--- config.mk ---
export PLATFORM = sky130hd
export DESIGN_NAME = svpm_duty
export DESIGN_NICKNAME = d
export VERILOG_FILES = /design/src/assert_macros.svh /design/src/svpm_pkg.sv /design/src/svpm_duty.sv
export SDC_FILE = /design/constraint.sdc
export NUM_CORES = 2
export LEC_CHECK = 0
export CELL_PAD_IN_SITES_DETAIL_PLACEMENT = 2
export CELL_PAD_IN_SITES_GLOBAL_PLACEMENT = 2
export CORE_MARGIN = 8
export CORE_UTILIZATION = 43
export CTS_CLUSTER_DIAMETER = 80
export DETAILED_ROUTE_END_ITERATION = 16
export DONT_BUFFER_PORTS = 1
export PLACE_DENSITY = 0.85
export SLEW_MARGIN = 20
export SYNTH_ARGS = -nofsm -noshare
export SYNTH_HDL_FRONTEND = slang
export SYNTH_SLANG_ARGS = --single-unit
--- constraint.sdc ---
create_clock -name clk -period 8.8 [get_ports clk]
set_input_delay 1.76 -clock clk [delete_from_list [all_inputs] [get_ports clk]]
set_output_delay 1.76 -clock clk [all_outputs]
set_load 0.05 [all_outputs]
--- src/assert_macros.svh ---
`ifndef ASSERT_MACROS_SVH
`define ASSERT_MACROS_SVH

// Clocked assertion macros; each use stands on a line of its own.
`ifndef SYNTHESIS

// Check prop at every rising edge outside reset.
`define ASSERT_CLK(label, clk, rst_n, prop, msg) \
  label: assert property (@(posedge clk) disable iff (!rst_n) (prop)) else $error(msg);

// Check that expr holds in the cycle after cond.
`define ASSERT_NEXT(label, clk, rst_n, cond, expr, msg) \
  label: assert property (@(posedge clk) disable iff (!rst_n) (cond) |=> (expr)) else $error(msg);

`else

`define ASSERT_CLK(label, clk, rst_n, prop, msg)
`define ASSERT_NEXT(label, clk, rst_n, cond, expr, msg)

`endif

`endif

--- src/svpm_pkg.sv ---
package svpm_pkg;

  localparam int VOLT_WIDTH = 16;
  localparam int FRAC_BITS  = 14;

  // Divider: quotient holds values up to 2^(FRAC_BITS+2)-1, larger ones flag overflow
  localparam int QUOT_W     = FRAC_BITS + 2;
  localparam int NUM_W      = VOLT_WIDTH + FRAC_BITS;
  localparam int CMP_W      = VOLT_WIDTH + QUOT_W;
  localparam int DIV_BITS   = 2;
  localparam int DIV_STAGES = (QUOT_W + DIV_BITS - 1) / DIV_BITS;

  // Normalized magnitude and saturation limits
  localparam int NORM_W = FRAC_BITS + 2;
  localparam logic [NORM_W-1:0] LIM_NEG = NORM_W'(1) << (FRAC_BITS + 1);
  localparam logic [NORM_W-1:0] LIM_POS = LIM_NEG - NORM_W'(1);

  // sqrt(3) in Q30
  localparam int SQRT3_W    = 31;
  localparam int SQRT3_FRAC = 30;
  localparam logic [SQRT3_W-1:0] SQRT3_Q30 = SQRT3_W'(1859775393);
  localparam int PROD_W     = NORM_W + SQRT3_W;

  // Doubled phase voltages and duty intermediates
  localparam int X_W   = FRAC_BITS + 4;
  localparam int D_W   = FRAC_BITS + 7;
  localparam int DCL_W = FRAC_BITS + 4;
  localparam logic signed [D_W-1:0] DUTY_HALF = D_W'(1 <<< (FRAC_BITS + 2));
  localparam logic signed [D_W-1:0] DUTY_FULL = D_W'(1 <<< (FRAC_BITS + 3));
  localparam logic [DCL_W-1:0] DUTY_FULL_U    = DCL_W'(1) << (FRAC_BITS + 3);

  // Q1.16 duty and compare
  localparam int DUTY_FRAC  = 16;
  localparam int DUTY_W     = DUTY_FRAC + 1;
  localparam int DUTY_RSH   = (FRAC_BITS + 3 >= DUTY_FRAC) ? FRAC_BITS + 3 - DUTY_FRAC : 0;
  localparam int DUTY_LSH   = (FRAC_BITS + 3 < DUTY_FRAC) ? DUTY_FRAC - FRAC_BITS - 3 : 0;
  localparam int PERIOD_W   = 16;
  localparam int CMP_OUT_W  = 16;
  localparam int MUL_W      = DUTY_W + PERIOD_W;
  localparam logic [PERIOD_W-1:0] PERIOD_RESET = PERIOD_W'(1000);

  localparam int IN_DATA_W  = ((3 * VOLT_WIDTH + 7) / 8) * 8;
  localparam int OUT_DATA_W = ((3 * CMP_OUT_W + 7) / 8) * 8;

  typedef struct packed {
    logic              neg;
    logic              ovf;
    logic [NUM_W-1:0]  rem;
    logic [QUOT_W-1:0] q;
  } div_state_t;

  typedef struct packed {
    logic              neg;
    logic              ovf;
    logic [QUOT_W-1:0] q;
  } quot_t;

  typedef struct packed {
    logic signed [X_W-1:0] xa;
    logic signed [X_W-1:0] xb;
    logic signed [X_W-1:0] xc;
    logic signed [X_W-1:0] mx;
    logic signed [X_W-1:0] mn;
  } phase_t;

  // Split sign, scale magnitude, flag a quotient too big for QUOT_W bits
  function automatic div_state_t div_prep(input logic [VOLT_WIDTH-1:0] v,
                                          input logic [VOLT_WIDTH-1:0] d);
    div_state_t r;
    logic [VOLT_WIDTH-1:0] mag;
    r.neg = v[VOLT_WIDTH-1];
    mag   = r.neg ? (~v + 1'b1) : v;
    r.rem = NUM_W'(mag) << FRAC_BITS;
    r.ovf = (CMP_W'(r.rem) >= (CMP_W'(d) << QUOT_W));
    r.q   = '0;
    return r;
  endfunction

  // Restoring division, DIV_BITS quotient bits from the top down
  function automatic div_state_t div_iter(input div_state_t st,
                                          input logic [VOLT_WIDTH-1:0] d,
                                          input int stg);
    div_state_t r;
    logic [CMP_W-1:0] sh;
    int idx;
    r = st;
    for (int k = 0; k < DIV_BITS; k++) begin
      idx = QUOT_W - 1 - stg * DIV_BITS - k;
      if (idx >= 0) begin
        sh = CMP_W'(d) << idx;
        if (CMP_W'(r.rem) >= sh) begin
          r.rem = r.rem - NUM_W'(sh);
          r.q   = {r.q[QUOT_W-2:0], 1'b1};
        end else begin
          r.q   = {r.q[QUOT_W-2:0], 1'b0};
        end
      end
    end
    return r;
  endfunction

  function automatic logic [NORM_W-1:0] sat_mag(input quot_t qt);
    logic [NORM_W-1:0] lim;
    lim = qt.neg ? LIM_NEG : LIM_POS;
    return (qt.ovf || (NORM_W'(qt.q) > lim)) ? lim : NORM_W'(qt.q);
  endfunction

  // Duty in units of 2^-(FRAC_BITS+3), clamped to [0,1], then moved to Q1.16
  function automatic logic [DUTY_W-1:0] duty_of(input logic signed [X_W-1:0] x,
                                                input logic signed [X_W-1:0] mx,
                                                input logic signed [X_W-1:0] mn);
    logic signed [D_W-1:0] d;
    logic [DCL_W-1:0] dcl;
    logic [63:0] w;
    d = DUTY_HALF + (D_W'(x) <<< 1) - D_W'(mx) - D_W'(mn);
    priority if (d < 0) begin
      dcl = '0;
    end else if (d > DUTY_FULL) begin
      dcl = DUTY_FULL_U;
    end else begin
      dcl = DCL_W'(d);
    end
    w = (64'(dcl) >> DUTY_RSH) << DUTY_LSH;
    return DUTY_W'(w);
  endfunction

endpackage

--- src/svpm_duty.sv ---
module svpm_duty (
  input  logic                            clk,
  input  logic                            rst_n,
  input  logic                            in_valid,
  output logic                            in_ready,
  input  svpm_pkg::phase_t                ph,
  input  logic [svpm_pkg::PERIOD_W-1:0]   timer_period,
  output logic                            out_valid,
  input  logic                            out_ready,
  output logic [svpm_pkg::CMP_OUT_W-1:0]  compare_a,
  output logic [svpm_pkg::CMP_OUT_W-1:0]  compare_b,
  output logic [svpm_pkg::CMP_OUT_W-1:0]  compare_c
);
  import svpm_pkg::*;

  localparam int NS = 2;

  logic [NS-1:0] vld_r, vld_nxt, vld_in;
  logic [NS:0]   adv;

  logic [DUTY_W-1:0]    da_r, db_r, dc_r;
  logic [MUL_W-1:0]     pa, pb, pc;
  logic [CMP_OUT_W-1:0] ca_r, cb_r, cc_r;

  always_comb begin
    adv[NS] = out_ready;
    for (int s = NS - 1; s >= 0; s--) begin
      adv[s] = !vld_r[s] || adv[s+1];
    end
    vld_in = {vld_r[NS-2:0], in_valid};
    for (int s = 0; s < NS; s++) begin
      vld_nxt[s] = adv[s] ? vld_in[s] : vld_r[s];
    end
  end

  assign in_ready = adv[0];

  assign pa = MUL_W'(da_r) * MUL_W'(timer_period);
  assign pb = MUL_W'(db_r) * MUL_W'(timer_period);
  assign pc = MUL_W'(dc_r) * MUL_W'(timer_period);

  always_ff @(posedge clk) begin
    if (!rst_n) begin
      vld_r <= '0;
    end else begin
      vld_r <= vld_nxt;
    end
  end

  always_ff @(posedge clk) begin
    if (adv[0]) begin
      da_r <= duty_of(ph.xa, ph.mx, ph.mn);
      db_r <= duty_of(ph.xb, ph.mx, ph.mn);
      dc_r <= duty_of(ph.xc, ph.mx, ph.mn);
    end
    if (adv[1]) begin
      ca_r <= pa[DUTY_FRAC +: CMP_OUT_W];
      cb_r <= pb[DUTY_FRAC +: CMP_OUT_W];
      cc_r <= pc[DUTY_FRAC +: CMP_OUT_W];
    end
  end

  assign out_valid = vld_r[NS-1];
  assign compare_a = ca_r;
  assign compare_b = cb_r;
  assign compare_c = cc_r;

endmodule

==> results.txt <==
Status = completed
DRC viols = 0
Final setup fails = 0
Post-Synth Simple-Gate Area = 16.46%
TritonCTS clock tree = built
Synth Area in Compound Gates = 6.301%
Core ar. = 77080 sq um
WL final = 114.8 mm
Final GP Congestion = 0.8568
Number of buffers created by CTS = 9
Period Utilization, post-route = 88.32%
Largest net degree at the start of global routing = 53
PostCTS Resize Cnt = 0
Port bufs = 0
M2 GR Usage = 51.01%
FF/Latch Area = 3013 sq um
Ranking of synthesized cells by area = fa_1 41%, ha_1 15%, edfxtp_1 8.9%, inv_1 8.6%, and2_1 7.2%
Mux cell area share after synthesis = 0.06008%
Die Span Y = 294.4 um
Hold_ws = 551.5 ps
Area delta synth->final = 3.428%
Routed WL per cell = 25.50 um
Initial antenna violation count = 0
Worst min-delay path class = flop to flop
Post-layout min period = 7772 ps
Final Slew Violations = 0
Worst vdd ir = 0.1141 mV
Die area = 86650 sq um
Fraction of registers with async set/reset = 0%
Post-DP HPWL = 92.10 mm
Fmax = 128.7 MHz
Post-synth top area cell = fa_1
Pre-CTS WS = 651.6 ps
GRT met3 Usage = 3.689%
CTS hold repair buffers = 0
Seq cells post-synth = 101
Yosys top cell area share = 40.56%
YS warnings = 0
Prevailing post-synth register cell = edfxtp_1
Post-Syn Area = 33320 sq um
Row count = 102
Setup CP Type = input pin to flop
Overflow after GRT = 0
Die W = 294.4 um
Vias in the first global route = 31620
CTS H-tree lvls = 3
Post-Syn Instances = 3573
Nets@finish = 4640
# fillers = 8413
Post-CTS Setup Bufs = 0
Grt peak-use layer = met2
Final hold violation count = 0
Final clock skew = 19.73 ps
CTS Buffer Depth = 2
Post-Layout Cell Count = 4501
Tot GR Track Use = 27.08%
CP max FO = 51
Global-route wire length before repair = 180.4 mm
Setup ws final = 1028 ps
Setup crit end kind = flop
Slew headroom = 28.42%
P per Cell Area = 190.7 nW/um^2
Unique masters post-synth = 82
Worst-skew pair later-pin latency = 410 ps
RSZ-0062 raised after global routing = no
Critical path arrival = 7910 ps
Startpoint Class = input pin
Crit path required time = 8940 ps
Main combinational cell family by area after synthesis = adder cells
P_leak = 0.01753 uW
Xor-xnor portion of the synthesized cell area = 2.257%
TritonCTS sink count = 101
Net Count, Synth = 4760
Starting Density = 43.22%
Setup TNS = 0 ps
Vias = 25110
Maxcap violations = 0
GR Layer Usage met1 = 29.78%
Clock transition at path regs = 100 ps
DRT iter0 DRCs = 1086
Layout cells sized above 1 = 1.793%
Root buffer cell = clkbuf_16
Cell count after placement = 4481
Measured slew at the worst slew-check pin = 1074 ps
Antenna Nets Post-Route = 0
First-pass DRT Iterations = 5
# IOs = 160
Syn Area/Cell = 9.325 sq um
Post-synthesis sequential area ratio = 9.042%
Post-synth EDFFs = 99
Worst R2R Path Depth = 18
Cells on Worst Hold Path = 1
Synth Area in Adders = 55.65%
Via density = 5.578
Multi-input gate area = 26910 sq um
## critical path: stages
cell and delay, ps:
and2_1 160, fa_1 550, inv_1 60, fa_1 500, inv_1 60, fa_1 510, fa_1 520, fa_1 500
inv_1 60, fa_1 500, inv_1 50, ha_1 380, a2111oi_0 650, nor3_1 140, o41a_1 530, a21bo_2 310
o21ai_1 300, a21boi_0 170, xor2_1 180
## final cells by class
| type | instances | share of cell area [%] |
|---|---|---|
| multi-input cells | 2566 | 78.08 |
| flip-flops and latches | 101 | 8.743 |
| inverters | 763 | 8.311 |
| well taps | 1040 | 3.776 |
| clock buffers | 10 | 0.6644 |
| repair buffers | 12 | 0.2541 |
| clock inverters | 6 | 0.1525 |
| diodes | 3 | 0.02178 |
## synth_stat cells (12+ instances only)
library cell	instances
o21a_1	15
xor2_1	29
ha_1	402
nand4_1	17
and2_1	382
nor3_1	31
edfxtp_1	99
nand3_1	18
clkbuf_1	137
and3_1	12
nand2_1	482
a211oi_1	24
inv_1	763
o21ai_0	57
a21oi_1	58
nor2_1	79
nor3b_1	12
xnor2_1	55
fa_1	675
a21o_1	42
## sequential cells by signal (all words and copies together), names as in the netlist
register,cells
da_r,17
db_r,17
compare_b,16
compare_c,16
compare_a,16
dc_r,17
vld_r,2
## where the power goes
| part | switching, uW | internal, uW |
|---|---|---|
| clock network | 248 | 198 |
| logic | 2820 | 1910 |
| registers | 619 | 767 |
## kinds of logic (layout without fill, tap and decap cells)
logic type               Yosys count  after routing
AND/OR/NAND/NOR                 1097           1097
adder cells (fa/ha/maj)         1077           1077
buffers and inverters            906            791
AO/OA/AOI/OAI                    305            305
flip-flops                       101            101
XOR/XNOR                          85             85
multiplexers                       2              2
other                              0              3
## path summary, 6_finish.rpt
| kind | start | endpoint | slack [ps] |
|---|---|---|---|
| worst max-delay path | timer_period[4] | compare_c[10] | 1030 |
| worst min register to register | vld_r[0] | vld_r[1] | 550 |
| worst max register to register | dc_r[8] | compare_c[10] | 1310 |
| worst min-delay path | vld_r[0] | vld_r[1] | 550 |
## cells in the final DEF (no fill, tap or decap), types with 10 or more instances in the layout
master / netlist / layout
nand2_1: 482 / 481
a211oi_1: 24 / 24
o211ai_1: 11 / 11
nor2_1: 79 / 79
xor2_1: 29 / 29
o21a_1: 15 / 15
edfxtp_1: 99 / 99
xnor2_1: 55 / 55
a21o_1: 42 / 42
nand4_1: 17 / 17
nor3b_1: 12 / 12
a21oi_1: 58 / 58
nand3_1: 18 / 18
fa_1: 675 / 675
buf_4: 0 / 11
nor4_1: 10 / 10
nor3_1: 31 / 31
inv_1: 763 / 762
and3_1: 12 / 12
ha_1: 402 / 402
o21ai_0: 57 / 57
and2_1: 382 / 382
## layer usage
metal | wire, um | share of wire (%)
met1 | 42020 | 37
met2 | 61960 | 54
met3 | 5108 | 4.5
met4 | 5686 | 5.0
met5 | 0 | 0
## per-stage QoR
| step | total power [uW] | util, % | instance area [sq um] |
|---|---|---|---|
| floorplan | 4541 | - | 33320 |
| CTS | 6617 | 44.68 | 34440 |
| global placement | 5544 | 44.32 | 34160 |
| detailed placement | 6116 | 44.32 | 34160 |
| finish | 6571 | 44.71 | 34460 |
| global route | 7185 | 44.70 | 34450 |
Note: power is estimated with default switching activity, not from simulation.
