===== src/assert_macros.svh =====
`ifndef ASSERT_MACROS_SVH
`define ASSERT_MACROS_SVH

// Clocked assertion macros; each use stands on a line of its own.
`ifndef SYNTHESIS

// Check prop at every rising edge outside reset.
`define ASSERT_CLK(label, clk, rst_n, prop, msg) \
  label: assert property (@(posedge clk) disable iff (!rst_n) (prop)) else $error(msg);

// Check that expr holds in the cycle after cond.
`define ASSERT_NEXT(label, clk, rst_n, cond, expr, msg) \
  label: assert property (@(posedge clk) disable iff (!rst_n) (cond) |=> (expr)) else $error(msg);

`else

`define ASSERT_CLK(label, clk, rst_n, prop, msg)
`define ASSERT_NEXT(label, clk, rst_n, cond, expr, msg)

`endif

`endif


===== src/svpm_pkg.sv =====
package svpm_pkg;

  localparam int VOLT_WIDTH = 16;
  localparam int FRAC_BITS  = 14;

  // Divider: quotient holds values up to 2^(FRAC_BITS+2)-1, larger ones flag overflow
  localparam int QUOT_W     = FRAC_BITS + 2;
  localparam int NUM_W      = VOLT_WIDTH + FRAC_BITS;
  localparam int CMP_W      = VOLT_WIDTH + QUOT_W;
  localparam int DIV_BITS   = 2;
  localparam int DIV_STAGES = (QUOT_W + DIV_BITS - 1) / DIV_BITS;

  // Normalized magnitude and saturation limits
  localparam int NORM_W = FRAC_BITS + 2;
  localparam logic [NORM_W-1:0] LIM_NEG = NORM_W'(1) << (FRAC_BITS + 1);
  localparam logic [NORM_W-1:0] LIM_POS = LIM_NEG - NORM_W'(1);

  // sqrt(3) in Q30
  localparam int SQRT3_W    = 31;
  localparam int SQRT3_FRAC = 30;
  localparam logic [SQRT3_W-1:0] SQRT3_Q30 = SQRT3_W'(1859775393);
  localparam int PROD_W     = NORM_W + SQRT3_W;

  // Doubled phase voltages and duty intermediates
  localparam int X_W   = FRAC_BITS + 4;
  localparam int D_W   = FRAC_BITS + 7;
  localparam int DCL_W = FRAC_BITS + 4;
  localparam logic signed [D_W-1:0] DUTY_HALF = D_W'(1 <<< (FRAC_BITS + 2));
  localparam logic signed [D_W-1:0] DUTY_FULL = D_W'(1 <<< (FRAC_BITS + 3));
  localparam logic [DCL_W-1:0] DUTY_FULL_U    = DCL_W'(1) << (FRAC_BITS + 3);

  // Q1.16 duty and compare
  localparam int DUTY_FRAC  = 16;
  localparam int DUTY_W     = DUTY_FRAC + 1;
  localparam int DUTY_RSH   = (FRAC_BITS + 3 >= DUTY_FRAC) ? FRAC_BITS + 3 - DUTY_FRAC : 0;
  localparam int DUTY_LSH   = (FRAC_BITS + 3 < DUTY_FRAC) ? DUTY_FRAC - FRAC_BITS - 3 : 0;
  localparam int PERIOD_W   = 16;
  localparam int CMP_OUT_W  = 16;
  localparam int MUL_W      = DUTY_W + PERIOD_W;
  localparam logic [PERIOD_W-1:0] PERIOD_RESET = PERIOD_W'(1000);

  localparam int IN_DATA_W  = ((3 * VOLT_WIDTH + 7) / 8) * 8;
  localparam int OUT_DATA_W = ((3 * CMP_OUT_W + 7) / 8) * 8;

  typedef struct packed {
    logic              neg;
    logic              ovf;
    logic [NUM_W-1:0]  rem;
    logic [QUOT_W-1:0] q;
  } div_state_t;

  typedef struct packed {
    logic              neg;
    logic              ovf;
    logic [QUOT_W-1:0] q;
  } quot_t;

  typedef struct packed {
    logic signed [X_W-1:0] xa;
    logic signed [X_W-1:0] xb;
    logic signed [X_W-1:0] xc;
    logic signed [X_W-1:0] mx;
    logic signed [X_W-1:0] mn;
  } phase_t;

  // Split sign, scale magnitude, flag a quotient too big for QUOT_W bits
  function automatic div_state_t div_prep(input logic [VOLT_WIDTH-1:0] v,
                                          input logic [VOLT_WIDTH-1:0] d);
    div_state_t r;
    logic [VOLT_WIDTH-1:0] mag;
    r.neg = v[VOLT_WIDTH-1];
    mag   = r.neg ? (~v + 1'b1) : v;
    r.rem = NUM_W'(mag) << FRAC_BITS;
    r.ovf = (CMP_W'(r.rem) >= (CMP_W'(d) << QUOT_W));
    r.q   = '0;
    return r;
  endfunction

  // Restoring division, DIV_BITS quotient bits from the top down
  function automatic div_state_t div_iter(input div_state_t st,
                                          input logic [VOLT_WIDTH-1:0] d,
                                          input int stg);
    div_state_t r;
    logic [CMP_W-1:0] sh;
    int idx;
    r = st;
    for (int k = 0; k < DIV_BITS; k++) begin
      idx = QUOT_W - 1 - stg * DIV_BITS - k;
      if (idx >= 0) begin
        sh = CMP_W'(d) << idx;
        if (CMP_W'(r.rem) >= sh) begin
          r.rem = r.rem - NUM_W'(sh);
          r.q   = {r.q[QUOT_W-2:0], 1'b1};
        end else begin
          r.q   = {r.q[QUOT_W-2:0], 1'b0};
        end
      end
    end
    return r;
  endfunction

  function automatic logic [NORM_W-1:0] sat_mag(input quot_t qt);
    logic [NORM_W-1:0] lim;
    lim = qt.neg ? LIM_NEG : LIM_POS;
    return (qt.ovf || (NORM_W'(qt.q) > lim)) ? lim : NORM_W'(qt.q);
  endfunction

  // Duty in units of 2^-(FRAC_BITS+3), clamped to [0,1], then moved to Q1.16
  function automatic logic [DUTY_W-1:0] duty_of(input logic signed [X_W-1:0] x,
                                                input logic signed [X_W-1:0] mx,
                                                input logic signed [X_W-1:0] mn);
    logic signed [D_W-1:0] d;
    logic [DCL_W-1:0] dcl;
    logic [63:0] w;
    d = DUTY_HALF + (D_W'(x) <<< 1) - D_W'(mx) - D_W'(mn);
    priority if (d < 0) begin
      dcl = '0;
    end else if (d > DUTY_FULL) begin
      dcl = DUTY_FULL_U;
    end else begin
      dcl = DCL_W'(d);
    end
    w = (64'(dcl) >> DUTY_RSH) << DUTY_LSH;
    return DUTY_W'(w);
  endfunction

endpackage


===== src/svpm_norm.sv =====
module svpm_norm (
  input  logic                             clk,
  input  logic                             rst_n,
  input  logic                             in_valid,
  output logic                             in_ready,
  input  logic [svpm_pkg::VOLT_WIDTH-1:0]  v_alpha,
  input  logic [svpm_pkg::VOLT_WIDTH-1:0]  v_beta,
  input  logic [svpm_pkg::VOLT_WIDTH-1:0]  bus_voltage,
  output logic                             out_valid,
  input  logic                             out_ready,
  output svpm_pkg::quot_t                  qa,
  output svpm_pkg::quot_t                  qb
);
  import svpm_pkg::*;

  localparam int NS = DIV_STAGES + 1;

  logic [NS-1:0] vld_r, vld_nxt, vld_in;
  logic [NS:0]   adv;

  div_state_t            da_r   [NS];
  div_state_t            db_r   [NS];
  logic [VOLT_WIDTH-1:0] bus_r  [NS];
  div_state_t            da_nxt [NS];
  div_state_t            db_nxt [NS];
  logic [VOLT_WIDTH-1:0] bus_nz;

  always_comb begin
    adv[NS] = out_ready;
    for (int s = NS - 1; s >= 0; s--) begin
      adv[s] = !vld_r[s] || adv[s+1];
    end
    vld_in = {vld_r[NS-2:0], in_valid};
    for (int s = 0; s < NS; s++) begin
      vld_nxt[s] = adv[s] ? vld_in[s] : vld_r[s];
    end
  end

  assign in_ready = adv[0];

  // Zero bus counts as one LSB
  assign bus_nz = (bus_voltage == '0) ? VOLT_WIDTH'(1) : bus_voltage;

  always_comb begin
    da_nxt[0] = div_prep(v_alpha, bus_nz);
    db_nxt[0] = div_prep(v_beta, bus_nz);
    for (int s = 1; s < NS; s++) begin
      da_nxt[s] = div_iter(da_r[s-1], bus_r[s-1], s - 1);
      db_nxt[s] = div_iter(db_r[s-1], bus_r[s-1], s - 1);
    end
  end

  always_ff @(posedge clk) begin
    if (!rst_n) begin
      vld_r <= '0;
    end else begin
      vld_r <= vld_nxt;
    end
  end

  always_ff @(posedge clk) begin
    if (adv[0]) begin
      bus_r[0] <= bus_nz;
    end
    for (int s = 1; s < NS; s++) begin
      if (adv[s]) begin
        bus_r[s] <= bus_r[s-1];
      end
    end
    for (int s = 0; s < NS; s++) begin
      if (adv[s]) begin
        da_r[s] <= da_nxt[s];
        db_r[s] <= db_nxt[s];
      end
    end
  end

  assign out_valid = vld_r[NS-1];
  assign qa = '{neg: da_r[NS-1].neg, ovf: da_r[NS-1].ovf, q: da_r[NS-1].q};
  assign qb = '{neg: db_r[NS-1].neg, ovf: db_r[NS-1].ovf, q: db_r[NS-1].q};

endmodule


===== config.mk =====
export PLATFORM = sky130hd
export DESIGN_NAME = svpm_norm
export DESIGN_NICKNAME = d
export VERILOG_FILES = /design/src/assert_macros.svh /design/src/svpm_pkg.sv /design/src/svpm_norm.sv
export SDC_FILE = /design/constraint.sdc
export NUM_CORES = 2
export LEC_CHECK = 0
export BUFFER_PORTS_ARGS = -buffer_cell sky130_fd_sc_hd__buf_2
export CORE_MARGIN = 2
export CORE_UTILIZATION = 60
export CTS_CLUSTER_DIAMETER = 80
export CTS_CLUSTER_SIZE = 16
export DETAILED_ROUTE_END_ITERATION = 10
export PLACE_DENSITY_LB_ADDON = 0.12
export SLEW_MARGIN = 0
export SYNTH_ARGS = -nofsm -noshare
export SYNTH_HDL_FRONTEND = slang
export SYNTH_SLANG_ARGS = --single-unit

===== constraint.sdc =====
create_clock -name clk -period 10.45 [get_ports clk]
set_input_delay 0.5225 -clock clk [delete_from_list [all_inputs] [get_ports clk]]
set_output_delay 0.5225 -clock clk [all_outputs]
set_load 0.05 [all_outputs]

==> Flow_metrics.wiki <==
{| class="wikitable"
! Metric !! Value
|-
| Crit. End Element || flop
|-
| Syn-to-layout area delta || 5.59%
|-
| Worst-case vdd ir drop || 202 uV
|-
| Critical Path AT || 7.72 ns
|-
| Number of antenna cells inserted || 0
|-
| Post-route DRC || 0
|-
| Total CTS buffers || 53
|-
| Number of warnings issued by yosys || 0
|-
| Count of final setup violators || 0
|-
| Core area || 0.0872 sq mm
|-
| DPL Wire Length || 104,000 microns
|-
| Avg Synthesized Cell Area || 9.65 sq um
|-
| Number of cell rows || 108
|-
| Net switching component of the power || 0.00901 W
|-
| Register area share after synthesis || 37.1%
|-
| Largest net degree at the start of global routing || 89
|-
| Least setup slack across all paths after layout || 3.13 ns
|-
| Sum of negative setup slack || 0 ns
|-
| Most repeated cell in the gate-level netlist after synthesis || edfxtp_1
|-
| Fraction of power consumed by sequential logic || 24.4%
|-
| Via count || 40,900
|-
| Antenna violations before repair || 2
|-
| Comb power frac || 65.9%
|-
| Pwr per Cell Area || 363 mW/mm^2
|-
| Synth Cell Area || 0.0530 sq mm
|-
| Final worst path period share || 70.1%
|-
| Area fraction of the dominant cell type after synthesis || 36.7%
|-
| Die width || 301 microns
|-
| Max Buffers Root-to-Sink || 3
|-
| Starting DRT DRC Count || 3,093
|-
| I/O pin cnt || 90
|-
| Wire per inst || 19.4 microns
|-
| Fmax || 137 MHz
|-
| Area enclosed by the die boundary || 0.0907 sq mm
|-
| Wire length reported by the detailed router || 130,000 microns
|-
| Count of H-tree levels built during CTS || 2
|-
| Register bit count reported by yosys || 657
|-
| Count of distinct cell types in the synthesized netlist || 112
|-
| Overall power after layout || 0.0203 W
|-
| Placement-stage worst setup slack || 3.26 ns
|-
| Static leakage || 23.0 nW
|-
| GRT Resource Usage Total || 28.4%
|-
| Chip height || 301 microns
|-
| Length of the first detailed-routing pass in iterations || 5
|-
| Clk network pwr share || 9.6%
|-
| Effective utilization at floorplan || 60.8%
|-
| CTS tree || yes
|-
| Synth Net Count || 6,088
|-
| Post-synth ARST share || 0%
|-
| Final cell area excluding filler cells || 0.0560 sq mm
|-
| Dominant cell type by area after synthesis || edfxtp_1
|-
| Number of nets in the layout || 6,108
|-
| Total count of max-transition violations in the final report || 0
|-
| Hold Path Class || input port to flop
|-
| Last weighted congestion value of the routability-driven placer || 0.964
|-
| Internal power || 0.0113 W
|-
| Number of enable-type register cells in the synthesized netlist || 648
|-
| Most numerous cell types in the synthesized netlist || 648 x edfxtp_1, 524 x ha_1, 416 x a21oi_1
|-
| Layout cells sized above 1 || 8.58%
|-
| Total congestion overflow || 0
|-
| Synthesized instance count || 5,494
|-
| Worst Path Class, Setup || flop to flop
|-
| Via count of the first global-routing pass || 39,400
|-
| Unrepaired setup endpoints after global routing || false
|-
| Insertion delay of the later-clocked pin in the worst-skew pair || 0.67 ns
|-
| Min Tclk post-route || 7.32 ns
|-
| Sw Ratio || 44.3%
|-
| # hold bufs at CTS || 0
|-
| Root buffer selected by CTS || clkbuf_16
|-
| Final hold violation count || 0
|-
| Max-slew headroom at the worst pin || 24.8%
|-
| Post-CTS setup buffer count || 0
|-
| Via density per instance || 6.10
|-
| Outcome || finished clean
|-
| Buffers added on ports || 89
|-
| Top FF cell, synth || edfxtp_1
|-
| Instance area at placement || 0.0543 sq mm
|-
| Maximum fanout encountered on the critical timing path || 25
|-
| Cells taking the most area after synthesis || edfxtp_1 37%, ha_1 12%, xnor2_1 5.5%
|-
| First-pass GRT wire length || 207,000 microns
|-
| Critical path data required time || 10.85 ns
|-
| Setup skew after layout || 0.0402 ns
|-
| Maximum capacitance violations || 0
|-
| TritonCTS sink count || 657
|-
| Worst Max-Slew Pin Slew || 1.13 ns
|-
| Antenna violation net count after detailed routing || 0
|-
| Clock transition at the registers of the reported paths || 0.07 ns
|-
| Quantity of gates resized following cts || 0
|-
| Critical Path Source Type || flop
|}
worst max-delay path: stages (launching register included):
cell and delay [ns]:
edfxtp_1 0.43, inv_1 0.24, ha_1 0.29, nor2b_1 0.13, o21ai_0 0.25, a21boi_0 0.17
o21ai_0 0.38, a2111oi_0 0.21, o21ai_0 0.48, and2_1 0.71, clkinv_1 0.45, nand2_1 0.16
nand2_1 0.09, ha_1 0.32, a21o_1 0.16, a21o_1 0.20, a21oi_1 0.22, o21ai_0 0.18
a32oi_1 0.28, o221a_2 0.27, o211a_1 0.17, and4_1 0.74, inv_1 0.22, mux2_2 0.33
power groups by stage:
stage / Clock [W] / Combinational (W) / Sequential (W)
final: 0.00196 / 0.0134 / 0.00496
after global routing: 0.00208 / 0.0149 / 0.00504
after CTS: 0.00200 / 0.0133 / 0.00495
after detailed placement: 0 / 0.0132 / 0.00501
after global placement: 0 / 0.0130 / 0.00500
after floorplan: 0 / 0.0108 / 0.00468
placed cells by master, fill, tap and decap left out, types with 80 or more instances in the layout:
| cell type | Yosys | routed |
|---|---|---|
| buf_2 | 19 | 89 |
| a21oi_1 | 416 | 415 |
| ha_1 | 524 | 524 |
| nand3_1 | 109 | 108 |
| nor3_1 | 114 | 113 |
| inv_1 | 331 | 326 |
| xor2_1 | 144 | 144 |
| xnor2_1 | 333 | 333 |
| nand2_1 | 407 | 404 |
| nor2_1 | 409 | 409 |
| mux2_2 | 170 | 170 |
| o21ai_0 | 314 | 313 |
| a21o_1 | 186 | 186 |
| nor2b_1 | 80 | 80 |
| edfxtp_1 | 648 | 648 |
| o21a_1 | 80 | 80 |
area by class of cell:
class / count / area [sq um]
Multi-Input combinational cell: 4347 / 31300
Sequential cell: 657 / 19600
Timing Repair Buffer: 116 / 648
Clock inverter: 17 / 179
Fill cell: 7235 / 31200
Clock buffer: 73 / 1430
Tap cell: 1155 / 1450
Inverter: 339 / 1280
worst paths after layout:
path             startpoint            to  slack, ns  cells past startpoint
min          bus_voltage[6]   bus_r[0][6]       0.06                      1
max reg2reg    bus_r[0][33]  da_r[0][185]       3.13                     23
min reg2reg    db_r[0][348]  db_r[0][398]       0.41                      0
max            bus_r[0][33]  da_r[0][185]       3.13                     23
kinds of logic after synthesis:
group           count (synthesis)  share of synthesized area [%]
buf+inv                       490                           3.89
simple gates                 1584                           14.9
fa+ha+maj                     542                           13.1
flops                         657                           37.1
mux                           236                           4.94
compound gates               1507                           18.3
xor+xnor                      478                           7.91
routing by layer:
layer	global-route usage [%]	wire (microns)	up-vias
met5	0	13	-
met4	12.7	6410	2
met3	2.72	5240	276
met2	50.3	63600	990
met1	35.1	54800	19200
li1	-	-	20400
sequential cells by signal, indices dropped and copies added, names as in the netlist:
signal	count
da_r	260
db_r	260
bus_r	128
vld_r	9
metrics by stage:
| step | hold slack, ns | util (%) | std cells |
|---|---|---|---|
| floorplan | 0.400 | - | 5494 |
| global placement | 0.402 | 62.4 | 6614 |
| detailed placement | 0.405 | 62.4 | 6614 |
| CTS | 0.0352 | 64.2 | 6704 |
| global route | 0.0641 | 64.2 | 6704 |
| finish | 0.0572 | 64.2 | 6704 |
(Power assumes the default switching activity.)
