`src/assert_macros.svh`:
```
`ifndef ASSERT_MACROS_SVH
`define ASSERT_MACROS_SVH

// Clocked assertion macros; each use stands on a line of its own.
`ifndef SYNTHESIS

// Check prop at every rising edge outside reset.
`define ASSERT_CLK(label, clk, rst_n, prop, msg) \
  label: assert property (@(posedge clk) disable iff (!rst_n) (prop)) else $error(msg);

// Check that expr holds in the cycle after cond.
`define ASSERT_NEXT(label, clk, rst_n, cond, expr, msg) \
  label: assert property (@(posedge clk) disable iff (!rst_n) (cond) |=> (expr)) else $error(msg);

`else

`define ASSERT_CLK(label, clk, rst_n, prop, msg)
`define ASSERT_NEXT(label, clk, rst_n, cond, expr, msg)

`endif

`endif

```
`src/svpm_pkg.sv`:
```
package svpm_pkg;

  localparam int VOLT_WIDTH = 16;
  localparam int FRAC_BITS  = 14;

  // Divider: quotient holds values up to 2^(FRAC_BITS+2)-1, larger ones flag overflow
  localparam int QUOT_W     = FRAC_BITS + 2;
  localparam int NUM_W      = VOLT_WIDTH + FRAC_BITS;
  localparam int CMP_W      = VOLT_WIDTH + QUOT_W;
  localparam int DIV_BITS   = 2;
  localparam int DIV_STAGES = (QUOT_W + DIV_BITS - 1) / DIV_BITS;

  // Normalized magnitude and saturation limits
  localparam int NORM_W = FRAC_BITS + 2;
  localparam logic [NORM_W-1:0] LIM_NEG = NORM_W'(1) << (FRAC_BITS + 1);
  localparam logic [NORM_W-1:0] LIM_POS = LIM_NEG - NORM_W'(1);

  // sqrt(3) in Q30
  localparam int SQRT3_W    = 31;
  localparam int SQRT3_FRAC = 30;
  localparam logic [SQRT3_W-1:0] SQRT3_Q30 = SQRT3_W'(1859775393);
  localparam int PROD_W     = NORM_W + SQRT3_W;

  // Doubled phase voltages and duty intermediates
  localparam int X_W   = FRAC_BITS + 4;
  localparam int D_W   = FRAC_BITS + 7;
  localparam int DCL_W = FRAC_BITS + 4;
  localparam logic signed [D_W-1:0] DUTY_HALF = D_W'(1 <<< (FRAC_BITS + 2));
  localparam logic signed [D_W-1:0] DUTY_FULL = D_W'(1 <<< (FRAC_BITS + 3));
  localparam logic [DCL_W-1:0] DUTY_FULL_U    = DCL_W'(1) << (FRAC_BITS + 3);

  // Q1.16 duty and compare
  localparam int DUTY_FRAC  = 16;
  localparam int DUTY_W     = DUTY_FRAC + 1;
  localparam int DUTY_RSH   = (FRAC_BITS + 3 >= DUTY_FRAC) ? FRAC_BITS + 3 - DUTY_FRAC : 0;
  localparam int DUTY_LSH   = (FRAC_BITS + 3 < DUTY_FRAC) ? DUTY_FRAC - FRAC_BITS - 3 : 0;
  localparam int PERIOD_W   = 16;
  localparam int CMP_OUT_W  = 16;
  localparam int MUL_W      = DUTY_W + PERIOD_W;
  localparam logic [PERIOD_W-1:0] PERIOD_RESET = PERIOD_W'(1000);

  localparam int IN_DATA_W  = ((3 * VOLT_WIDTH + 7) / 8) * 8;
  localparam int OUT_DATA_W = ((3 * CMP_OUT_W + 7) / 8) * 8;

  typedef struct packed {
    logic              neg;
    logic              ovf;
    logic [NUM_W-1:0]  rem;
    logic [QUOT_W-1:0] q;
  } div_state_t;

  typedef struct packed {
    logic              neg;
    logic              ovf;
    logic [QUOT_W-1:0] q;
  } quot_t;

  typedef struct packed {
    logic signed [X_W-1:0] xa;
    logic signed [X_W-1:0] xb;
    logic signed [X_W-1:0] xc;
    logic signed [X_W-1:0] mx;
    logic signed [X_W-1:0] mn;
  } phase_t;

  // Split sign, scale magnitude, flag a quotient too big for QUOT_W bits
  function automatic div_state_t div_prep(input logic [VOLT_WIDTH-1:0] v,
                                          input logic [VOLT_WIDTH-1:0] d);
    div_state_t r;
    logic [VOLT_WIDTH-1:0] mag;
    r.neg = v[VOLT_WIDTH-1];
    mag   = r.neg ? (~v + 1'b1) : v;
    r.rem = NUM_W'(mag) << FRAC_BITS;
    r.ovf = (CMP_W'(r.rem) >= (CMP_W'(d) << QUOT_W));
    r.q   = '0;
    return r;
  endfunction

  // Restoring division, DIV_BITS quotient bits from the top down
  function automatic div_state_t div_iter(input div_state_t st,
                                          input logic [VOLT_WIDTH-1:0] d,
                                          input int stg);
    div_state_t r;
    logic [CMP_W-1:0] sh;
    int idx;
    r = st;
    for (int k = 0; k < DIV_BITS; k++) begin
      idx = QUOT_W - 1 - stg * DIV_BITS - k;
      if (idx >= 0) begin
        sh = CMP_W'(d) << idx;
        if (CMP_W'(r.rem) >= sh) begin
          r.rem = r.rem - NUM_W'(sh);
          r.q   = {r.q[QUOT_W-2:0], 1'b1};
        end else begin
          r.q   = {r.q[QUOT_W-2:0], 1'b0};
        end
      end
    end
    return r;
  endfunction

  function automatic logic [NORM_W-1:0] sat_mag(input quot_t qt);
    logic [NORM_W-1:0] lim;
    lim = qt.neg ? LIM_NEG : LIM_POS;
    return (qt.ovf || (NORM_W'(qt.q) > lim)) ? lim : NORM_W'(qt.q);
  endfunction

  // Duty in units of 2^-(FRAC_BITS+3), clamped to [0,1], then moved to Q1.16
  function automatic logic [DUTY_W-1:0] duty_of(input logic signed [X_W-1:0] x,
                                                input logic signed [X_W-1:0] mx,
                                                input logic signed [X_W-1:0] mn);
    logic signed [D_W-1:0] d;
    logic [DCL_W-1:0] dcl;
    logic [63:0] w;
    d = DUTY_HALF + (D_W'(x) <<< 1) - D_W'(mx) - D_W'(mn);
    priority if (d < 0) begin
      dcl = '0;
    end else if (d > DUTY_FULL) begin
      dcl = DUTY_FULL_U;
    end else begin
      dcl = DCL_W'(d);
    end
    w = (64'(dcl) >> DUTY_RSH) << DUTY_LSH;
    return DUTY_W'(w);
  endfunction

endpackage

```
`src/svpm_phase.sv`:
```
module svpm_phase (
  input  logic             clk,
  input  logic             rst_n,
  input  logic             in_valid,
  output logic             in_ready,
  input  svpm_pkg::quot_t  qa,
  input  svpm_pkg::quot_t  qb,
  output logic             out_valid,
  input  logic             out_ready,
  output svpm_pkg::phase_t ph
);
  import svpm_pkg::*;

  localparam int NS = 4;

  logic [NS-1:0] vld_r, vld_nxt, vld_in;
  logic [NS:0]   adv;

  // Stage 1: saturate
  logic signed [NORM_W-1:0] a1_r, a1_nxt;
  logic [NORM_W-1:0]        bmag1_r, amag, bmag;
  logic                     bneg1_r;
  // Stage 2: beta times sqrt(3)
  logic signed [NORM_W-1:0] a2_r;
  logic                     bneg2_r;
  logic [PROD_W-1:0]        prod2_r, prod2_nxt;
  // Stage 3: inverse Clarke, doubled
  logic [NORM_W-1:0]        s3;
  logic signed [X_W-1:0]    sx, ax;
  logic signed [X_W-1:0]    xa3_r, xb3_r, xc3_r, xa3_nxt, xb3_nxt, xc3_nxt;
  // Stage 4: min/max
  phase_t                   ph_r, ph_nxt;

  always_comb begin
    adv[NS] = out_ready;
    for (int s = NS - 1; s >= 0; s--) begin
      adv[s] = !vld_r[s] || adv[s+1];
    end
    vld_in = {vld_r[NS-2:0], in_valid};
    for (int s = 0; s < NS; s++) begin
      vld_nxt[s] = adv[s] ? vld_in[s] : vld_r[s];
    end
  end

  assign in_ready = adv[0];

  always_comb begin
    amag      = sat_mag(qa);
    bmag      = sat_mag(qb);
    a1_nxt    = qa.neg ? (~amag + 1'b1) : amag;
    prod2_nxt = PROD_W'(bmag1_r) * PROD_W'(SQRT3_Q30);

    // Round half away from zero on the magnitude
    s3      = NORM_W'((prod2_r + (PROD_W'(1) << (SQRT3_FRAC - 1))) >> SQRT3_FRAC);
    sx      = bneg2_r ? -X_W'(s3) : X_W'(s3);
    ax      = X_W'(a2_r);
    xa3_nxt = ax <<< 1;
    xb3_nxt = sx - ax;
    xc3_nxt = -ax - sx;

    ph_nxt.xa = xa3_r;
    ph_nxt.xb = xb3_r;
    ph_nxt.xc = xc3_r;
    ph_nxt.mx = xa3_r;
    ph_nxt.mn = xa3_r;
    if (xb3_r > ph_nxt.mx) ph_nxt.mx = xb3_r;
    if (xc3_r > ph_nxt.mx) ph_nxt.mx = xc3_r;
    if (xb3_r < ph_nxt.mn) ph_nxt.mn = xb3_r;
    if (xc3_r < ph_nxt.mn) ph_nxt.mn = xc3_r;
  end

  always_ff @(posedge clk) begin
    if (!rst_n) begin
      vld_r <= '0;
    end else begin
      vld_r <= vld_nxt;
    end
  end

  always_ff @(posedge clk) begin
    if (adv[0]) begin
      a1_r    <= a1_nxt;
      bmag1_r <= bmag;
      bneg1_r <= qb.neg;
    end
    if (adv[1]) begin
      a2_r    <= a1_r;
      bneg2_r <= bneg1_r;
      prod2_r <= prod2_nxt;
    end
    if (adv[2]) begin
      xa3_r <= xa3_nxt;
      xb3_r <= xb3_nxt;
      xc3_r <= xc3_nxt;
    end
    if (adv[3]) begin
      ph_r <= ph_nxt;
    end
  end

  assign out_valid = vld_r[NS-1];
  assign ph        = ph_r;

endmodule

```
`config.mk`:
```
export PLATFORM = sky130hd
export DESIGN_NAME = svpm_phase
export DESIGN_NICKNAME = d
export VERILOG_FILES = /design/src/assert_macros.svh /design/src/svpm_pkg.sv /design/src/svpm_phase.sv
export SDC_FILE = /design/constraint.sdc
export NUM_CORES = 1
export LEC_CHECK = 0
export ABC_AREA = 1
export BUFFER_PORTS_ARGS = -buffer_cell sky130_fd_sc_hd__buf_2
export CORE_ASPECT_RATIO = 2
export CORE_MARGIN = 5
export CORE_UTILIZATION = 50
export DETAILED_ROUTE_END_ITERATION = 12
export GPL_TIMING_DRIVEN = 0
export PLACE_DENSITY = 0.68
export SLEW_MARGIN = 30
export SYNTH_ARGS = -nofsm -noshare
export SYNTH_HDL_FRONTEND = slang
export SYNTH_SLANG_ARGS = --single-unit
```
`constraint.sdc`:
```
create_clock -name clk -period 7.2 [get_ports clk]
set_clock_uncertainty 0.15 [all_clocks]
set_input_delay 1.08 -clock clk [delete_from_list [all_inputs] [get_ports clk]]
set_output_delay 1.08 -clock clk [all_outputs]
set_load 0.01 [all_outputs]
```
==> impl_metrics.json, run 1 <==
{
  "status": "completed",
  "dpl.hpwl_um": 42700,
  "worstPathMaxFanout": 6,
  "synthCells": 2230,
  "synthFlopType": "edfxtp_1",
  "synth_seq_cells": 209,
  "start_kind": "flip-flop",
  "cts_setup_buffers": 0,
  "r2r_cells": 20,
  "grt_overflow_total": 0,
  "endpoint_kind": "flip-flop",
  "drcViolationCount": 0,
  "synthesis.nets": 2746,
  "slew_viol_final": 0,
  "period_needed_ns": 6.339,
  "cts-root-buf": "clkbuf_16",
  "dpl_worst_slack_ns": 0.9209,
  "io_buffers": 130,
  "fp.coreArea_um2": 41510,
  "antenna_found_initial": 0,
  "async_reset_ff_share_pct": 0,
  "cts_resized": 0,
  "max_freq_mhz": 157.8,
  "relSlewSlack_pct": 55.43,
  "dr.pass1.iters": 6,
  "clk_path_buf_depth": 3,
  "htreeDepth": 1,
  "synth.distinct_cells": 48,
  "grt_usage_pct": 22.38,
  "drt_iter0_drc": 821,
  "start_util_pct": 50.24,
  "die_w_um": 154.4,
  "synth_edf_count": 205,
  "cts_buffers": 20,
  "via_count": 15280,
  "reg2reg_slack_ns": 0.86,
  "wl_per_cell_um": 17.03,
  "required_ns": 7.31,
  "hp-start": "a1_r[9]",
  "min_path_cells": 0,
  "routabilityCongestion": 0.9681,
  "dieHeight_um": 298.8,
  "clk-insertion-delay-late_ns": 0.53,
  "hold_end": "a2_r[9]",
  "hold_viol": 0,
  "fin_nets": 2901,
  "cts_tree": "built",
  "rows": 106,
  "drtAntennaViolNets": 0,
  "setup_viol": 0,
  "antenna_cells": 0,
  "yosysWarnings": 0,
  "worstHoldPathType": "flip-flop to flip-flop",
  "tightestPinTransition_ns": 0.6615,
  "ys_seq_area_share_pct": 29.90,
  "layout-drive-gt1-share_pct": 9.220,
  "grt_pass1_vias": 15740,
  "design.die.area_um2": 46140,
  "r2r-start": "bmag1_r[11]",
  "hold_buffers": 0,
  "avgSynthCellArea_um2": 9.351,
  "grt_max_degree": 59,
  "setup_slack_ns": 0.8613,
  "rr_endpoint": "prod2_r[42]",
  "fin_crit_sh_pct": 88.04,
  "ios": 132,
  "critical_path_class": "flip-flop to flip-flop",
  "arrival_ns": 6.45,
  "clk_pin_slew_ns": 0.06,
  "syn_area_um2": 20850,
  "viasPerCell": 5.204,
  "grt_pass1_wl_um": 82580,
  "routed_wl_um": 50000,
  "clock_sinks": 209,
  "areaGrowthSynthToFinish_pct": 9.786,
  "maxCapViolations": 0,
  "rsz0062_at_grt": "no"
}
worst max-delay path, cell delays in order (launching register included):
cell      delay, ns
edfxtp_1       0.62
ha_1           0.57
inv_1          0.14
fa_1           0.56
inv_1          0.08
fa_1           0.54
fa_1           0.53
fa_1           0.55
inv_1          0.05
fa_1           0.55
inv_1          0.05
ha_1           0.36
nand2_1        0.10
nor2_1         0.21
inv_1          0.08
nor2_1         0.14
inv_1          0.07
nor3_1         0.21
nand3_1        0.10
o211ai_1       0.29
xor2_1         0.11
Yosys cell counts, types with 2 or more instances:
master | number | area, µm²
a211oi_1 | 8 | 60.06
a21boi_0 | 3 | 22.52
a21o_1 | 3 | 22.52
a21oi_1 | 121 | 605.6
a221oi_1 | 2 | 17.52
a31oi_1 | 15 | 93.84
buf_2 | 10 | 50.05
buf_4 | 4 | 30.03
clkbuf_1 | 6 | 22.52
clkinv_1 | 2 | 7.510
dfxtp_1 | 4 | 80.08
edfxtp_1 | 205 | 6156
fa_1 | 198 | 3964
ha_1 | 278 | 3478
inv_1 | 491 | 1843
inv_2 | 3 | 11.26
nand2_1 | 366 | 1374
nand2_2 | 13 | 81.33
nand2_4 | 2 | 22.52
nand3_1 | 99 | 495.5
nand3_2 | 4 | 40.04
nand3b_1 | 18 | 135.1
nand4_1 | 22 | 137.6
nor2_1 | 97 | 364.1
nor2_2 | 4 | 25.02
nor3_1 | 29 | 145.1
nor3_4 | 3 | 48.80
nor4_1 | 3 | 18.77
o2111ai_1 | 3 | 26.28
o211ai_1 | 9 | 67.56
o21a_1 | 9 | 67.56
o21ai_0 | 84 | 420.4
o21ai_1 | 9 | 45.04
o21bai_1 | 4 | 30.03
o221ai_1 | 3 | 26.28
o31ai_1 | 7 | 52.55
or2_2 | 6 | 37.54
xnor2_1 | 12 | 105.1
xor2_1 | 62 | 543.0
sequential cells by signal, indices dropped and copies added (netlist names), 16 cells and up:
register	cells
xc3_r	17
ph	87
prod2_r	17
xa3_r	16
bmag1_r	16
xb3_r	18
a1_r	16
a2_r	16
through the flow:
stage | utilization (%) | hold slack (ns) | instances | instance area [µm²] | TNS, ns
after floorplan | - | 0.2503 | 2230 | 20850 | 0
after global placement | 53.43 | 0.2512 | 2900 | 22180 | -0.7170
after detailed placement | 53.60 | 0.2557 | 2903 | 22250 | 0
after CTS | 55.15 | 0.2668 | 2937 | 22890 | 0
after global routing | 55.15 | 0.2839 | 2937 | 22890 | 0
final | 55.15 | 0.2668 | 2937 | 22890 | 0
cell usage in the layout (no fill, tap or decap), drive strengths merged, types with 15 or more instances in the layout:
master	Yosys	layout
a21oi	122	122
a31oi	15	15
buf	16	149
clkbuf	7	29
edfxtp	205	205
fa	198	198
ha	278	278
inv	494	496
nand2	381	381
nand3	103	103
nand3b	18	18
nand4	22	22
nor2	102	102
nor3	32	32
o21ai	93	93
xor2	63	63
final cells by class:
class                   instances  area, µm²
well taps                     540      675.6
inverters                     496       1867
clock buffers                  22      508.0
plain buffers                  23      122.6
flip-flops and latches        209       6236
clock inverters                12      136.4
repair buffers                133      713.2
multi-input cells            1502      12640
fillers                      3735      18620
metal layers:
layer | share of wire, % | wire length (µm) | global-route usage (%) | vias up
met3 | 6.1 | 3054 | 3.681 | 86
met4 | 3.5 | 1760 | 7.220 | 0
met5 | 0 | 0 | 0 | -
met1 | 43 | 21340 | 29.88 | 7217
li1 | - | - | - | 7563
met2 | 48 | 23850 | 37.28 | 417
logic make-up after synthesis:
family	synth area share (%)
flops	29.90
buf+inv	9.516
simple gates	14.08
compound gates	7.608
xor+xnor	3.186
other cells	0.01798
fa+ha+maj	35.69
worst max path at each step:
stage | start | endpoint | slack, ns | cells past startpoint
6_report | bmag1_r[11] | prod2_r[42] | 0.86 | 20
5_1_grt | bmag1_r[11] | prod2_r[42] | 0.51 | 20
4_1_cts | bmag1_r[13] | prod2_r[42] | 0.90 | 18
3_5_place_dp | bmag1_r[13] | prod2_r[42] | 0.92 | 18
3_3_place_gp | out_ready | in_ready | -0.72 | 8
2_1_floorplan | out_ready | in_ready | 0.94 | 6
Power of run 1 is left out: the tool's default activity adds up to more than one toggle a clock period on the data nets, which glitch-free logic cannot reach.
==> inputs of run 2 (changes only) <==
RECOVER_POWER = 50   (was unset)
==> run 2 against run 1 <==
The flow now finishes with violations (capacitance limit, slew limit). Utilization is 0.14 points lower. Non-clock buffer count is the same. Cell area shrank 0.26%. Cell count did not move. Sequential share of layout area increased by 0.070 points. Global-route usage stayed put. Fmax is 0.30% lower. Setup slack worse by 0.019 ns. Die area unchanged. Clock-buffer cell count unchanged. Largest cell class unchanged. Critical path depth unchanged.
==> impl_metrics.json, run 2 (synthesis results as in run 1) <==
{
  "grt_pass1_wl_um": 82580,
  "cts-root-buf": "clkbuf_16",
  "cts_tree": "built",
  "endpoint_kind": "flip-flop",
  "dieHeight_um": 298.8,
  "rsz0062_at_grt": "no",
  "viasPerCell": 5.212,
  "placed_cell_area_um2": 22250,
  "period_needed_ns": 6.358,
  "fp.coreArea_um2": 41510,
  "max_freq_mhz": 157.3,
  "fin_crit_sh_pct": 88.30,
  "die_w_um": 154.4,
  "layout-drive-gt1-share_pct": 8.052,
  "io_buffers": 130,
  "htreeDepth": 1,
  "required_ns": 7.31,
  "design_area_um2": 22840,
  "maxCapViolations": 1,
  "cts_buffers": 20,
  "grt_overflow_total": 0,
  "design.die.area_um2": 46140,
  "via_count": 15310,
  "drt_iter0_drc": 773,
  "status": "finished with violations",
  "final_util_pct": 55.01,
  "routed_wl_um": 50070,
  "start_util_pct": 50.24,
  "clk_path_buf_depth": 3,
  "hold_viol": 0,
  "grt_usage_pct": 22.38,
  "wl_per_cell_um": 17.05,
  "grt_max_degree": 59,
  "critical_path_class": "flip-flop to flip-flop",
  "worstPathMaxFanout": 6,
  "largest_register_ff_count": 87,
  "hold_buffers": 0,
  "final_cell_mix": "488 x inv_1, 365 x nand2_1, 278 x ha_1",
  "clk-insertion-delay-late_ns": 0.53,
  "areaGrowthSynthToFinish_pct": 9.504,
  "clk_pin_slew_ns": 0.06,
  "ios": 132,
  "start_kind": "flip-flop",
  "grt_pass1_vias": 15740,
  "cts_resized": 0,
  "crit_top_cell": "inv_1",
  "drtAntennaViolNets": 0,
  "antenna_cells": 0,
  "violations": "capacitance limit, slew limit",
  "arrival_ns": 6.47,
  "routabilityCongestion": 0.9681,
  "relSlewSlack_pct": -87.49,
  "critical-path-max-stage-delay_ns": 0.62,
  "antenna_found_initial": 0,
  "slew_viol_final": 59,
  "dpl.hpwl_um": 42700,
  "rows": 106,
  "final_common_cell": "inv_1",
  "worstHoldPathType": "flip-flop to flip-flop",
  "setup_viol": 0,
  "crit_chain": "ha_1 > inv_1 > fa_1 > inv_1 > fa_1 > fa_1 > fa_1 > inv_1 > fa_1 > inv_1 > ha_1 > nand2_1 > nor2_1 > inv_1 > nor2_1 > inv_1 > nor3_1 > nand3_1 > o211ai_1 > xor2_1",
  "cts_setup_buffers": 0,
  "crit_path_top_delay_cell": "edfxtp_1",
  "dr.pass1.iters": 5,
  "fin_nets": 2901,
  "clock_sinks": 209,
  "drcViolationCount": 0,
  "tightestPinTransition_ns": 2.812
}
[run 2: final timing paths]
path,start,cells past startpoint,end,slack (ns)
max,bmag1_r[11],20,prod2_r[42],0.84
min reg2reg,a1_r[14],0,a2_r[14],0.27
min,a1_r[14],0,a2_r[14],0.27
max reg2reg,bmag1_r[11],20,prod2_r[42],0.84
[run 2: layout make-up]
| type | count | area (µm²) |
|---|---|---|
| Clock inverter | 12 | 136.4 |
| Fill cell | 3749 | 18680 |
| Buffer | 23 | 122.6 |
| Tap cell | 540 | 675.6 |
| Multi-Input combinational cell | 1502 | 12640 |
| Clock buffer | 22 | 508.0 |
| Sequential cell | 209 | 6236 |
| Timing Repair Buffer | 133 | 655.6 |
| Inverter | 496 | 1866 |
[run 2: per-layer routing]
layer	global-route usage [%]	vias to the layer above	share of wire [%]
li1	-	7564	-
met1	29.88	7209	43
met2	37.28	447	48
met3	3.681	87	6.2
met4	7.220	0	3.5
met5	0	-	0
[run 2: critical path, delay by kind of cell, from the launching register on]
| kind | cells | cell delay, ns |
|---|---|---|
| xor+xnor | 1 | 0.11 |
| fa+ha+maj | 7 | 3.67 |
| buf+inv | 6 | 0.47 |
| simple gates | 5 | 0.76 |
| flops | 1 | 0.62 |
| compound gates | 1 | 0.29 |
[run 2: through the flow]
| stage | worst slack [ns] | setup TNS (ns) | instances | hold slack (ns) |
|---|---|---|---|---|
| after floorplan | 0.9362 | 0 | 2230 | 0.2503 |
| after global placement | -0.7170 | -0.7170 | 2900 | 0.2512 |
| after detailed placement | 0.9209 | 0 | 2903 | 0.2557 |
| after CTS | 0.8998 | 0 | 2937 | 0.2668 |
| after global routing | 0.5071 | 0 | 2937 | 0.2839 |
| final | 0.8423 | 0 | 2937 | 0.2692 |
Power of run 2 is left out for the same reason.
